### src/sv/adacc_pkg.sv
// ----------------------------------------------------------------------------
// adacc_pkg: atom descriptor accumulator package
// Element tables, field layouts and saturation limits shared by the core.
// ----------------------------------------------------------------------------
package adacc_pkg;

	// Element table depth; element numbers at or above it have no table entry.
	localparam int ELEM_COUNT = 119;

	// Atom count limit per molecule; counters saturate at the smaller of this and 2047.
	localparam int MAX_ATOMS = 1024;
	localparam int CNT_W     = 11;
	localparam logic [CNT_W-1:0] CNT_CAP = CNT_W'((MAX_ATOMS < 2047) ? MAX_ATOMS : 2047);

	// Saturation bounds of the wider sums.
	localparam logic signed [17:0] VAL_MIN  = -18'sd32768;
	localparam logic signed [17:0] VAL_MAX  = 18'sd65535;
	localparam logic [15:0]        RAD_MAX  = 16'd32767;
	localparam logic [14:0]        NHOH_MAX = 15'd16383;

	// Element numbers that the counters test for.
	localparam logic [6:0] Z_HYDROGEN = 7'd1;
	localparam logic [6:0] Z_CARBON   = 7'd6;
	localparam logic [6:0] Z_NITROGEN = 7'd7;
	localparam logic [6:0] Z_OXYGEN   = 7'd8;

	// Octet rule constants and the sp3 carbon degree.
	localparam logic signed [7:0] OCTET      = 8'sd8;
	localparam logic [3:0]        HALF_SHELL = 4'd4;
	localparam logic [3:0]        SP3_DEGREE = 4'd4;

	// Stream data widths, padded to whole bytes.
	localparam int IN_TDATA_W  = 32;
	localparam int OUT_TDATA_W = 96;

	// Outer electron count per element.
	localparam logic [3:0] SHELL_E [0:ELEM_COUNT-1] = '{
		4'd0, 4'd1, 4'd2, 4'd1, 4'd2, 4'd3, 4'd4, 4'd5,
		4'd6, 4'd7, 4'd8, 4'd1, 4'd2, 4'd3, 4'd4, 4'd5,
		4'd6, 4'd7, 4'd8, 4'd1, 4'd2, 4'd3, 4'd4, 4'd5,
		4'd6, 4'd7, 4'd8, 4'd9, 4'd10, 4'd11, 4'd2, 4'd3,
		4'd4, 4'd5, 4'd6, 4'd7, 4'd8, 4'd1, 4'd2, 4'd3,
		4'd4, 4'd5, 4'd6, 4'd7, 4'd8, 4'd9, 4'd10, 4'd11,
		4'd2, 4'd3, 4'd4, 4'd5, 4'd6, 4'd7, 4'd8, 4'd1,
		4'd2, 4'd3, 4'd4, 4'd3, 4'd4, 4'd5, 4'd6, 4'd7,
		4'd8, 4'd9, 4'd10, 4'd11, 4'd12, 4'd13, 4'd14, 4'd15,
		4'd4, 4'd5, 4'd6, 4'd7, 4'd8, 4'd9, 4'd10, 4'd11,
		4'd2, 4'd3, 4'd4, 4'd5, 4'd6, 4'd7, 4'd8, 4'd1,
		4'd2, 4'd3, 4'd4, 4'd3, 4'd4, 4'd5, 4'd6, 4'd7,
		4'd8, 4'd9, 4'd10, 4'd11, 4'd12, 4'd13, 4'd14, 4'd15,
		4'd2, 4'd2, 4'd2, 4'd2, 4'd2, 4'd2, 4'd2, 4'd2,
		4'd2, 4'd2, 4'd2, 4'd2, 4'd2, 4'd2, 4'd2
	};

	// One when the element has a defined default valence.
	localparam logic VAL_DEF [0:ELEM_COUNT-1] = '{
		1'b0, 1'b1, 1'b1, 1'b1, 1'b1, 1'b1, 1'b1, 1'b1, 1'b1, 1'b1, 1'b1,
		1'b1, 1'b1, 1'b1, 1'b1, 1'b1, 1'b1, 1'b1, 1'b1, 1'b1, 1'b1,
		1'b0, 1'b0, 1'b0, 1'b0, 1'b0, 1'b0, 1'b0, 1'b0, 1'b0, 1'b0,
		1'b1, 1'b1, 1'b1, 1'b1, 1'b1, 1'b1, 1'b1, 1'b1, 1'b0, 1'b0,
		1'b0, 1'b0, 1'b0, 1'b0, 1'b0, 1'b0, 1'b0, 1'b0, 1'b1, 1'b1,
		1'b1, 1'b1, 1'b1, 1'b1, 1'b1, 1'b1, 1'b0, 1'b0, 1'b0, 1'b0,
		1'b0, 1'b0, 1'b0, 1'b0, 1'b0, 1'b0, 1'b0, 1'b0, 1'b0, 1'b0,
		1'b0, 1'b0, 1'b0, 1'b0, 1'b0, 1'b0, 1'b0, 1'b0, 1'b0, 1'b0,
		1'b0, 1'b1, 1'b1, 1'b1, 1'b1, 1'b1, 1'b1, 1'b1, 1'b0, 1'b0,
		1'b0, 1'b0, 1'b0, 1'b0, 1'b0, 1'b0, 1'b0, 1'b0, 1'b0, 1'b0,
		1'b0, 1'b0, 1'b0, 1'b0, 1'b0, 1'b0, 1'b0, 1'b0, 1'b0, 1'b0,
		1'b0, 1'b0, 1'b0, 1'b0, 1'b0, 1'b0, 1'b0, 1'b0
	};

	// One atom as it arrives in tdata, last field in the lowest bits.
	typedef struct packed {
		logic              all_bonds_single;
		logic [3:0]        connection_degree;
		logic [3:0]        hydrogen_total;
		logic [3:0]        bond_valence;
		logic signed [4:0] formal_charge;
		logic [6:0]        element_number;
	} atom_t;

	// One molecule result as it leaves in tdata, last field in the lowest bits.
	typedef struct packed {
		logic [CNT_W-1:0]   sp3_carbon_count;
		logic [CNT_W-1:0]   carbon_count;
		logic [13:0]        nh_oh_hydrogen_count;
		logic [CNT_W-1:0]   nitrogen_oxygen_count;
		logic [CNT_W-1:0]   heteroatom_count;
		logic [14:0]        radical_electron_sum;
		logic signed [16:0] valence_electron_sum;
	} result_t;

	localparam int ATOM_W   = $bits(atom_t);
	localparam int RESULT_W = $bits(result_t);

endpackage

### src/sv/atom_descriptor_accumulator_core.sv
// ----------------------------------------------------------------------------
// atom_descriptor_accumulator_core: per-molecule atom descriptor counter
// Sums valence and radical electrons and several atom counts over the atoms
// of one molecule and emits them, saturated, on the last atom.
// ----------------------------------------------------------------------------
//  Channel  Direction  tdata fields (low bit up)                       tuser/tlast
//  s_axis   in         element_number, formal_charge, bond_valence,    tlast = last_atom
//                      hydrogen_total, connection_degree,
//                      all_bonds_single
//  m_axis   out        valence_electron_sum, radical_electron_sum,     none
//                      heteroatom_count, nitrogen_oxygen_count,
//                      nh_oh_hydrogen_count, carbon_count,
//                      sp3_carbon_count
//
// One atom is taken per cycle. An atom is held in the input register while
// the table lookups and saturating adds fold it into the sums; a last atom
// then loads the result register, which drives the output. Only a last atom
// waiting on a full, stalled result register holds the input side. Reset
// clears the sums and both valid flags.
// ----------------------------------------------------------------------------
module atom_descriptor_accumulator_core
	import adacc_pkg::*;
(
	input  logic                   clk,
	input  logic                   arst_n,
	input  logic                   s_axis_tvalid,
	output logic                   s_axis_tready,
	// element_number[6:0], formal_charge[11:7], bond_valence[15:12],
	// hydrogen_total[19:16], connection_degree[23:20], all_bonds_single[24]
	input  logic [IN_TDATA_W-1:0]  s_axis_tdata,
	input  logic                   s_axis_tlast,
	output logic                   m_axis_tvalid,
	input  logic                   m_axis_tready,
	// valence_electron_sum[16:0], radical_electron_sum[31:17],
	// heteroatom_count[42:32], nitrogen_oxygen_count[53:43],
	// nh_oh_hydrogen_count[67:54], carbon_count[78:68], sp3_carbon_count[89:79]
	output logic [OUT_TDATA_W-1:0] m_axis_tdata
);

	// Input register.
	logic  valid_s1;
	atom_t atom_s1;
	logic  last_s1;

	// Running sums.
	logic signed [16:0] valence_acc_q;
	logic [14:0]        radical_acc_q;
	logic [CNT_W-1:0]   hetero_acc_q;
	logic [CNT_W-1:0]   no_acc_q;
	logic [13:0]        nhoh_acc_q;
	logic [CNT_W-1:0]   carbon_acc_q;
	logic [CNT_W-1:0]   sp3_acc_q;

	// Result register.
	logic    out_valid_q;
	result_t out_data_q;

	// Handshake control.
	logic out_free;
	logic advance;

	// Per-atom terms.
	logic              in_table;
	logic [3:0]        shell;
	logic              val_defined;
	logic signed [7:0] shell8;
	logic signed [7:0] chg8;
	logic signed [7:0] bval8;
	logic signed [7:0] hyd8;
	logic signed [7:0] val_delta;
	logic signed [7:0] target;
	logic signed [7:0] gap;
	logic signed [7:0] free_e;
	logic [4:0]        rad_delta;
	logic              is_hetero;
	logic              is_no;
	logic              is_carbon;
	logic              is_sp3;

	// Updated sums, including the atom in the input register.
	logic signed [17:0] val_sum;
	logic [15:0]        rad_sum;
	logic [14:0]        nhoh_sum;
	result_t            upd;

	// The input register moves on unless a last atom meets a full, stalled result register.
	assign out_free      = !out_valid_q || m_axis_tready;
	assign advance       = valid_s1 && (!last_s1 || out_free);
	assign s_axis_tready = !valid_s1 || advance;

	always_ff @(posedge clk or negedge arst_n) begin
		if (!arst_n) begin
			valid_s1 <= 1'b0;
		end else if (s_axis_tready) begin
			valid_s1 <= s_axis_tvalid;
		end
	end

	always_ff @(posedge clk) begin
		if (s_axis_tvalid && s_axis_tready) begin
			atom_s1 <= atom_t'(s_axis_tdata[ATOM_W-1:0]);
			last_s1 <= s_axis_tlast;
		end
	end

	// Table lookups and the electron terms of this atom.
	always_comb begin
		in_table    = atom_s1.element_number < 7'(ELEM_COUNT);
		shell       = in_table ? SHELL_E[atom_s1.element_number] : 4'd0;
		val_defined = in_table ? VAL_DEF[atom_s1.element_number] : 1'b0;
		shell8      = signed'({4'b0000, shell});
		chg8        = signed'({{3{atom_s1.formal_charge[4]}}, atom_s1.formal_charge});
		bval8       = signed'({4'b0000, atom_s1.bond_valence});
		hyd8        = signed'({4'b0000, atom_s1.hydrogen_total});

		// Hydrogen atoms do not add their own hydrogen count.
		val_delta = shell8 - chg8
			+ ((atom_s1.element_number != Z_HYDROGEN) ? hyd8 : 8'sd0);

		// Octet shortfall for elements with a default valence, odd parity otherwise; none for a zero shell count.
		target = (shell < HALF_SHELL) ? (shell8 - chg8) : (OCTET - shell8 + chg8);
		gap    = target - bval8;
		free_e = shell8 - chg8 - bval8;
		if (shell == 4'd0) begin
			rad_delta = 5'd0;
		end else if (val_defined) begin
			rad_delta = (gap > 8'sd0) ? gap[4:0] : 5'd0;
		end else begin
			rad_delta = (free_e > 8'sd0) ? {4'b0000, free_e[0]} : 5'd0;
		end

		is_hetero = (atom_s1.element_number != Z_HYDROGEN)
			&& (atom_s1.element_number != Z_CARBON);
		is_no     = (atom_s1.element_number == Z_NITROGEN)
			|| (atom_s1.element_number == Z_OXYGEN);
		is_carbon = atom_s1.element_number == Z_CARBON;
		is_sp3    = is_carbon && atom_s1.all_bonds_single
			&& (atom_s1.connection_degree == SP3_DEGREE);
	end

	// Saturating updates of every sum.
	always_comb begin
		val_sum  = {valence_acc_q[16], valence_acc_q} + {{10{val_delta[7]}}, val_delta};
		rad_sum  = {1'b0, radical_acc_q} + {11'd0, rad_delta};
		nhoh_sum = {1'b0, nhoh_acc_q} + {11'd0, atom_s1.hydrogen_total};

		if (val_sum < VAL_MIN) begin
			upd.valence_electron_sum = VAL_MIN[16:0];
		end else if (val_sum > VAL_MAX) begin
			upd.valence_electron_sum = VAL_MAX[16:0];
		end else begin
			upd.valence_electron_sum = val_sum[16:0];
		end

		upd.radical_electron_sum = (rad_sum > RAD_MAX) ? RAD_MAX[14:0] : rad_sum[14:0];

		upd.heteroatom_count = (is_hetero && hetero_acc_q < CNT_CAP)
			? hetero_acc_q + 1'b1 : hetero_acc_q;
		upd.nitrogen_oxygen_count = (is_no && no_acc_q < CNT_CAP)
			? no_acc_q + 1'b1 : no_acc_q;
		if (is_no) begin
			upd.nh_oh_hydrogen_count = (nhoh_sum > NHOH_MAX) ? NHOH_MAX[13:0] : nhoh_sum[13:0];
		end else begin
			upd.nh_oh_hydrogen_count = nhoh_acc_q;
		end
		upd.carbon_count = (is_carbon && carbon_acc_q < CNT_CAP)
			? carbon_acc_q + 1'b1 : carbon_acc_q;
		upd.sp3_carbon_count = (is_sp3 && sp3_acc_q < CNT_CAP)
			? sp3_acc_q + 1'b1 : sp3_acc_q;
	end

	// Accumulators take the updated sums, or clear after a last atom.
	always_ff @(posedge clk or negedge arst_n) begin
		if (!arst_n) begin
			valence_acc_q <= '0;
			radical_acc_q <= '0;
			hetero_acc_q  <= '0;
			no_acc_q      <= '0;
			nhoh_acc_q    <= '0;
			carbon_acc_q  <= '0;
			sp3_acc_q     <= '0;
		end else if (advance) begin
			if (last_s1) begin
				valence_acc_q <= '0;
				radical_acc_q <= '0;
				hetero_acc_q  <= '0;
				no_acc_q      <= '0;
				nhoh_acc_q    <= '0;
				carbon_acc_q  <= '0;
				sp3_acc_q     <= '0;
			end else begin
				valence_acc_q <= upd.valence_electron_sum;
				radical_acc_q <= upd.radical_electron_sum;
				hetero_acc_q  <= upd.heteroatom_count;
				no_acc_q      <= upd.nitrogen_oxygen_count;
				nhoh_acc_q    <= upd.nh_oh_hydrogen_count;
				carbon_acc_q  <= upd.carbon_count;
				sp3_acc_q     <= upd.sp3_carbon_count;
			end
		end
	end

	// Result register: loaded by a last atom, emptied by an output transaction.
	always_ff @(posedge clk or negedge arst_n) begin
		if (!arst_n) begin
			out_valid_q <= 1'b0;
		end else if (advance && last_s1) begin
			out_valid_q <= 1'b1;
		end else if (m_axis_tready) begin
			out_valid_q <= 1'b0;
		end
	end

	always_ff @(posedge clk) begin
		if (advance && last_s1) begin
			out_data_q <= upd;
		end
	end

	assign m_axis_tvalid = out_valid_q;
	assign m_axis_tdata  = {(OUT_TDATA_W - RESULT_W)'(0), out_data_q};

endmodule
### config.mk
export PLATFORM = sky130hd
export DESIGN_NAME = atom_descriptor_accumulator_core
export DESIGN_NICKNAME = d
export VERILOG_FILES = /design/src/sv/adacc_pkg.sv /design/src/sv/atom_descriptor_accumulator_core.sv
export SDC_FILE = /design/constraint.sdc
export NUM_CORES = 1
export LEC_CHECK = 0
export BUFFER_PORTS_ARGS = -buffer_cell sky130_fd_sc_hd__buf_2
export CORE_UTILIZATION = 59
export CTS_CLUSTER_SIZE = 25
export DETAILED_ROUTE_END_ITERATION = 8
export HOLD_SLACK_MARGIN = 0.12
export PLACE_DENSITY_LB_ADDON = 0.3
export RECOVER_POWER = 25
export SYNTH_ARGS = -nofsm -noshare
export SYNTH_HDL_FRONTEND = slang
export SYNTH_SLANG_ARGS = --single-unit
### constraint.sdc
create_clock -name clk -period 8 [get_ports clk]
set_input_delay 0.4 -clock clk [delete_from_list [all_inputs] [get_ports clk]]
set_output_delay 0.4 -clock clk [all_outputs]
set_load 0.1 [all_outputs]
==> run_results.csv <==
group,metric,value,unit
clocking,clkSinkCount,208,
placed_design,dp_cells,1408,
clocking,postCtsSetupBuffers,0,
sta,max_freq,143,MHz
route,drcViolationCount,0,
sta,setup_viol,0,
final_layout,instances_no_fill,1475,
final_layout,nFillCells,1422,
sta,timing.final.crit_share,87.7,%
route,ant_nets,0,
route,routed-wl-met3,1300,um
global_routing,antenna_found_initial,0,
floorplanning,initial_utilization,61.0,%
min_path,hold_class,"input port to register",
synth,synth-edff-count,116,
power,p_comb_share,39.5,%
placed_design,portBuffers,121,
floorplanning,die_area,20200,um2
power,p_sw,1680,uW
critical_path,cp_max_fo,17,
final_layout,num-nets-final,1315,
clocking,numCtsBuffers,22,
clocking,clk_pin_slew_worst_paths,0.06,ns
critical_path,startpoint_type,"register",
final_layout,syn_to_final_growth,15.2,%
placed_design,hpwl,16300,um
synth,syn_inst,1065,
global_routing,grt_overflow,0,
power,vdd_drop_max,0.000278,V
final_layout,post-route-util,70.3,%
sta,whs,0.152,ns
final_layout,diodes,0,
floorplanning,die_height,142,um
synth,ys_warn_count,0,
sta,slew_violations,78,
route,route.met2.wl,12000,um
power,pwr-share-seq,34.5,%
floorplanning,io_pins,135,
sta,final.setup.tns,0,ns
sta,hold_viol,0,
critical_path,cpPeakStageDelay,0.70,ns
synth,synth-seq-cells,208,
synth,ys_seq_area_share,50.0,%
global_routing,grt_usage,24.7,%
clocking,root_buffer,"clkbuf_16",
power,p_int,2420,uW
final_layout,drive_above_1_share,11.3,%
synth,syn_area,11600,um2
sta,min_period,7.01,ns
route,firstDrtPassIters,5,
sta,fin_skew,0.0102,ns
global_routing,grt_pass1_vias,8107,
route,top_layer_used,"met4",
clocking,cts_tree,"done",
critical_path,end_kind,"register",
sta,tightest_slew,2.64,ns
route,drt-met1-wl,10900,um
global_routing,grt_pass1_wl,39500,um
power,power.leakage,0.00583,uW
flow_run,maxCapViolCount,2,
sta,slew_headroom,-76.0,%
power,p_clk_share,26.0,%
power,p_per_area,308,nW/um2
global_routing,grt_max_degree,86,
critical_path,arrival,7.40,ns
power,p_total,4100,uW
clocking,clkLatencyLatePin,0.50,ns
clocking,ctsResizeCount,0,
route,wire_per_inst,17.0,um
critical_path,required,8.39,ns
synth,synth_cell_types,78,
route,drt-initial-drc-count,522,
route,viasPerCell,5.84,
route,wl,25000,um
clocking,holdBufCountCts,27,
synth,ys_async_sr_fraction,44.2,%
run_status,outcome,"finished with violations",
synth,ys.flop_type,"edfxtp_1",
floorplanning,dieWidth,142,um
floorplanning,fp.coreArea,19000,um2
critical_path,crit_type,"register to register",
route,num_vias,8608,
floorplanning,rows,50,
run_status,violations,"max-capacitance violations, max-slew violations",
power,p_sw_share,40.9,%
clocking,htree_levels,1,
placed_design,finalWeightedCongestion,0.912,
synth,avgSynthCellArea,10.9,um2
sta,rsz0062_at_grt,"no",
clocking,cts_buffer_depth,3,
critical_path,critPathSlowestCell,"edfxtp_1",
path summary, 6_finish.rpt:
| path | from | endpoint | slack [ns] | cells after the start |
|---|---|---|---|---|
| setup / recovery | atom_s1[1] | radical_acc_q[3] | 0.99 | 28 |
| hold / removal | m_axis_tready | m_axis_tvalid | 0.15 | 2 |
| setup reg to reg | atom_s1[1] | radical_acc_q[3] | 0.99 | 28 |
| hold reg to reg | valence_acc_q[12] | valence_acc_q[12] | 0.49 | 2 |
| max in group asynchronous | arst_n | valence_acc_q[2] | 4.98 | 3 |
| min in group asynchronous | arst_n | sp3_acc_q[5] | 1.26 | 2 |
final cells by class:
type / instances / area, um2 / area share [%]
sequential: 208 / 5790 / 43.4
timing repair buffer: 161 / 900 / 6.75
multi-input combinational: 754 / 5350 / 40.2
clock buffer: 36 / 664 / 4.99
clock inverter: 4 / 95.1 / 0.714
inverter: 52 / 196 / 1.47
tap: 260 / 325 / 2.44
power groups by stage:
stage          sequential, uW  clock (uW)  combinational [uW]
2_1_floorplan            1930           0                 803
6_report                 1420        1070                1620
3_5_place_dp             1430           0                1600
3_3_place_gp             1430           0                1560
4_1_cts                  1410        1080                1630
5_1_grt                  1430        1120                1740
per-stage QoR:
stage / setup slack, ns / area [um2]
2_1_floorplan: 1.68 / 11600
3_3_place_gp: 1.30 / 12400
3_5_place_dp: 1.15 / 12400
4_1_cts: 1.12 / 13400
5_1_grt: 0.342 / 13300
6_report: 0.988 / 13300
Yosys cell counts, types with 6 or more instances:
master / count / area share (%)
inv_1: 52 / 1.7
and3_1: 15 / 0.81
nor2_1: 51 / 1.7
xor2_1: 30 / 2.3
o211ai_1: 8 / 0.52
nand3_1: 31 / 1.3
xnor2_1: 47 / 3.6
clkbuf_1: 36 / 1.2
and2_1: 7 / 0.38
a211oi_1: 6 / 0.39
a31oi_1: 29 / 1.6
nand2_1: 100 / 3.2
buf_2: 8 / 0.35
nor3_1: 22 / 0.95
or3_1: 7 / 0.38
nand2b_1: 12 / 0.65
a22o_1: 35 / 2.7
o31ai_1: 23 / 1.5
nand4_1: 8 / 0.43
a21oi_1: 42 / 1.8
fa_1: 10 / 1.7
ha_1: 69 / 7.5
edfxtp_1: 116 / 30
nor3b_1: 6 / 0.39
nor2b_1: 17 / 0.92
o21ai_0: 57 / 2.5
dfrtp_1: 92 / 20
a21o_1: 16 / 1.0
buf_4: 6 / 0.39
mux2i_1: 17 / 1.5
registers in the layout (all words and copies together) (netlist names):
register	cells
atom_s1	25
hetero_acc_q	11
m_axis_tdata	90
nhoh_acc_q	14
valid_s1	1
carbon_acc_q	11
last_s1	1
valence_acc_q	17
no_acc_q	11
radical_acc_q	15
sp3_acc_q	11
m_axis_tvalid	1
placed cells by master (no fill, tap or decap), types with 6 or more instances in the layout:
master | synthesis | routed
a211oi_1 | 6 | 6
a21o_1 | 16 | 16
a21oi_1 | 42 | 42
a22o_1 | 35 | 35
a31oi_1 | 29 | 28
and2_1 | 7 | 7
and3_1 | 15 | 15
buf_2 | 8 | 65
buf_4 | 6 | 12
clkbuf_1 | 36 | 66
clkbuf_16 | 0 | 23
conb_1 | 1 | 6
dfrtp_1 | 92 | 92
dlygate4sd3_1 | 0 | 27
edfxtp_1 | 116 | 116
fa_1 | 10 | 10
ha_1 | 69 | 69
inv_1 | 52 | 51
mux2i_1 | 17 | 17
nand2_1 | 100 | 99
nand2b_1 | 12 | 12
nand3_1 | 31 | 31
nand4_1 | 8 | 8
nor2_1 | 51 | 50
nor2b_1 | 17 | 17
nor3_1 | 22 | 22
nor3b_1 | 6 | 6
o211ai_1 | 8 | 8
o21ai_0 | 57 | 57
o31ai_1 | 23 | 23
or3_1 | 7 | 7
xnor2_1 | 47 | 47
xor2_1 | 30 | 30
critical path, delay by kind of cell, from the launching register on:
kind	cells	cell delay [ns]
AOI/OAI and AO/OA	12	2.62
muxes	1	0.25
and+or+nand+nor	7	1.61
buffers and inverters	2	0.22
xor gates and xnor gates	2	0.33
DFF	1	0.70
adders and majority gates	4	1.18
layer usage:
metal / vias to the layer above / global-route usage (%)
li1: 4173 / -
met1: 4098 / 33.4
met2: 290 / 41.2
met3: 47 / 2.96
met4: 0 / 8.66
met5: - / 0
logic make-up after synthesis:
group                      Yosys count  share of synthesized area, %
other                                1                        0.0324
muxes                               22                          1.96
and+or+nand+nor                    303                          13.2
adders and majority gates           79                          9.20
buffers and inverters              108                          3.93
AOI/OAI and AO/OA                  267                          15.8
xor gates and xnor gates            77                          5.83
DFF                                208                          50.0
Power figures use the tool's default switching activity.
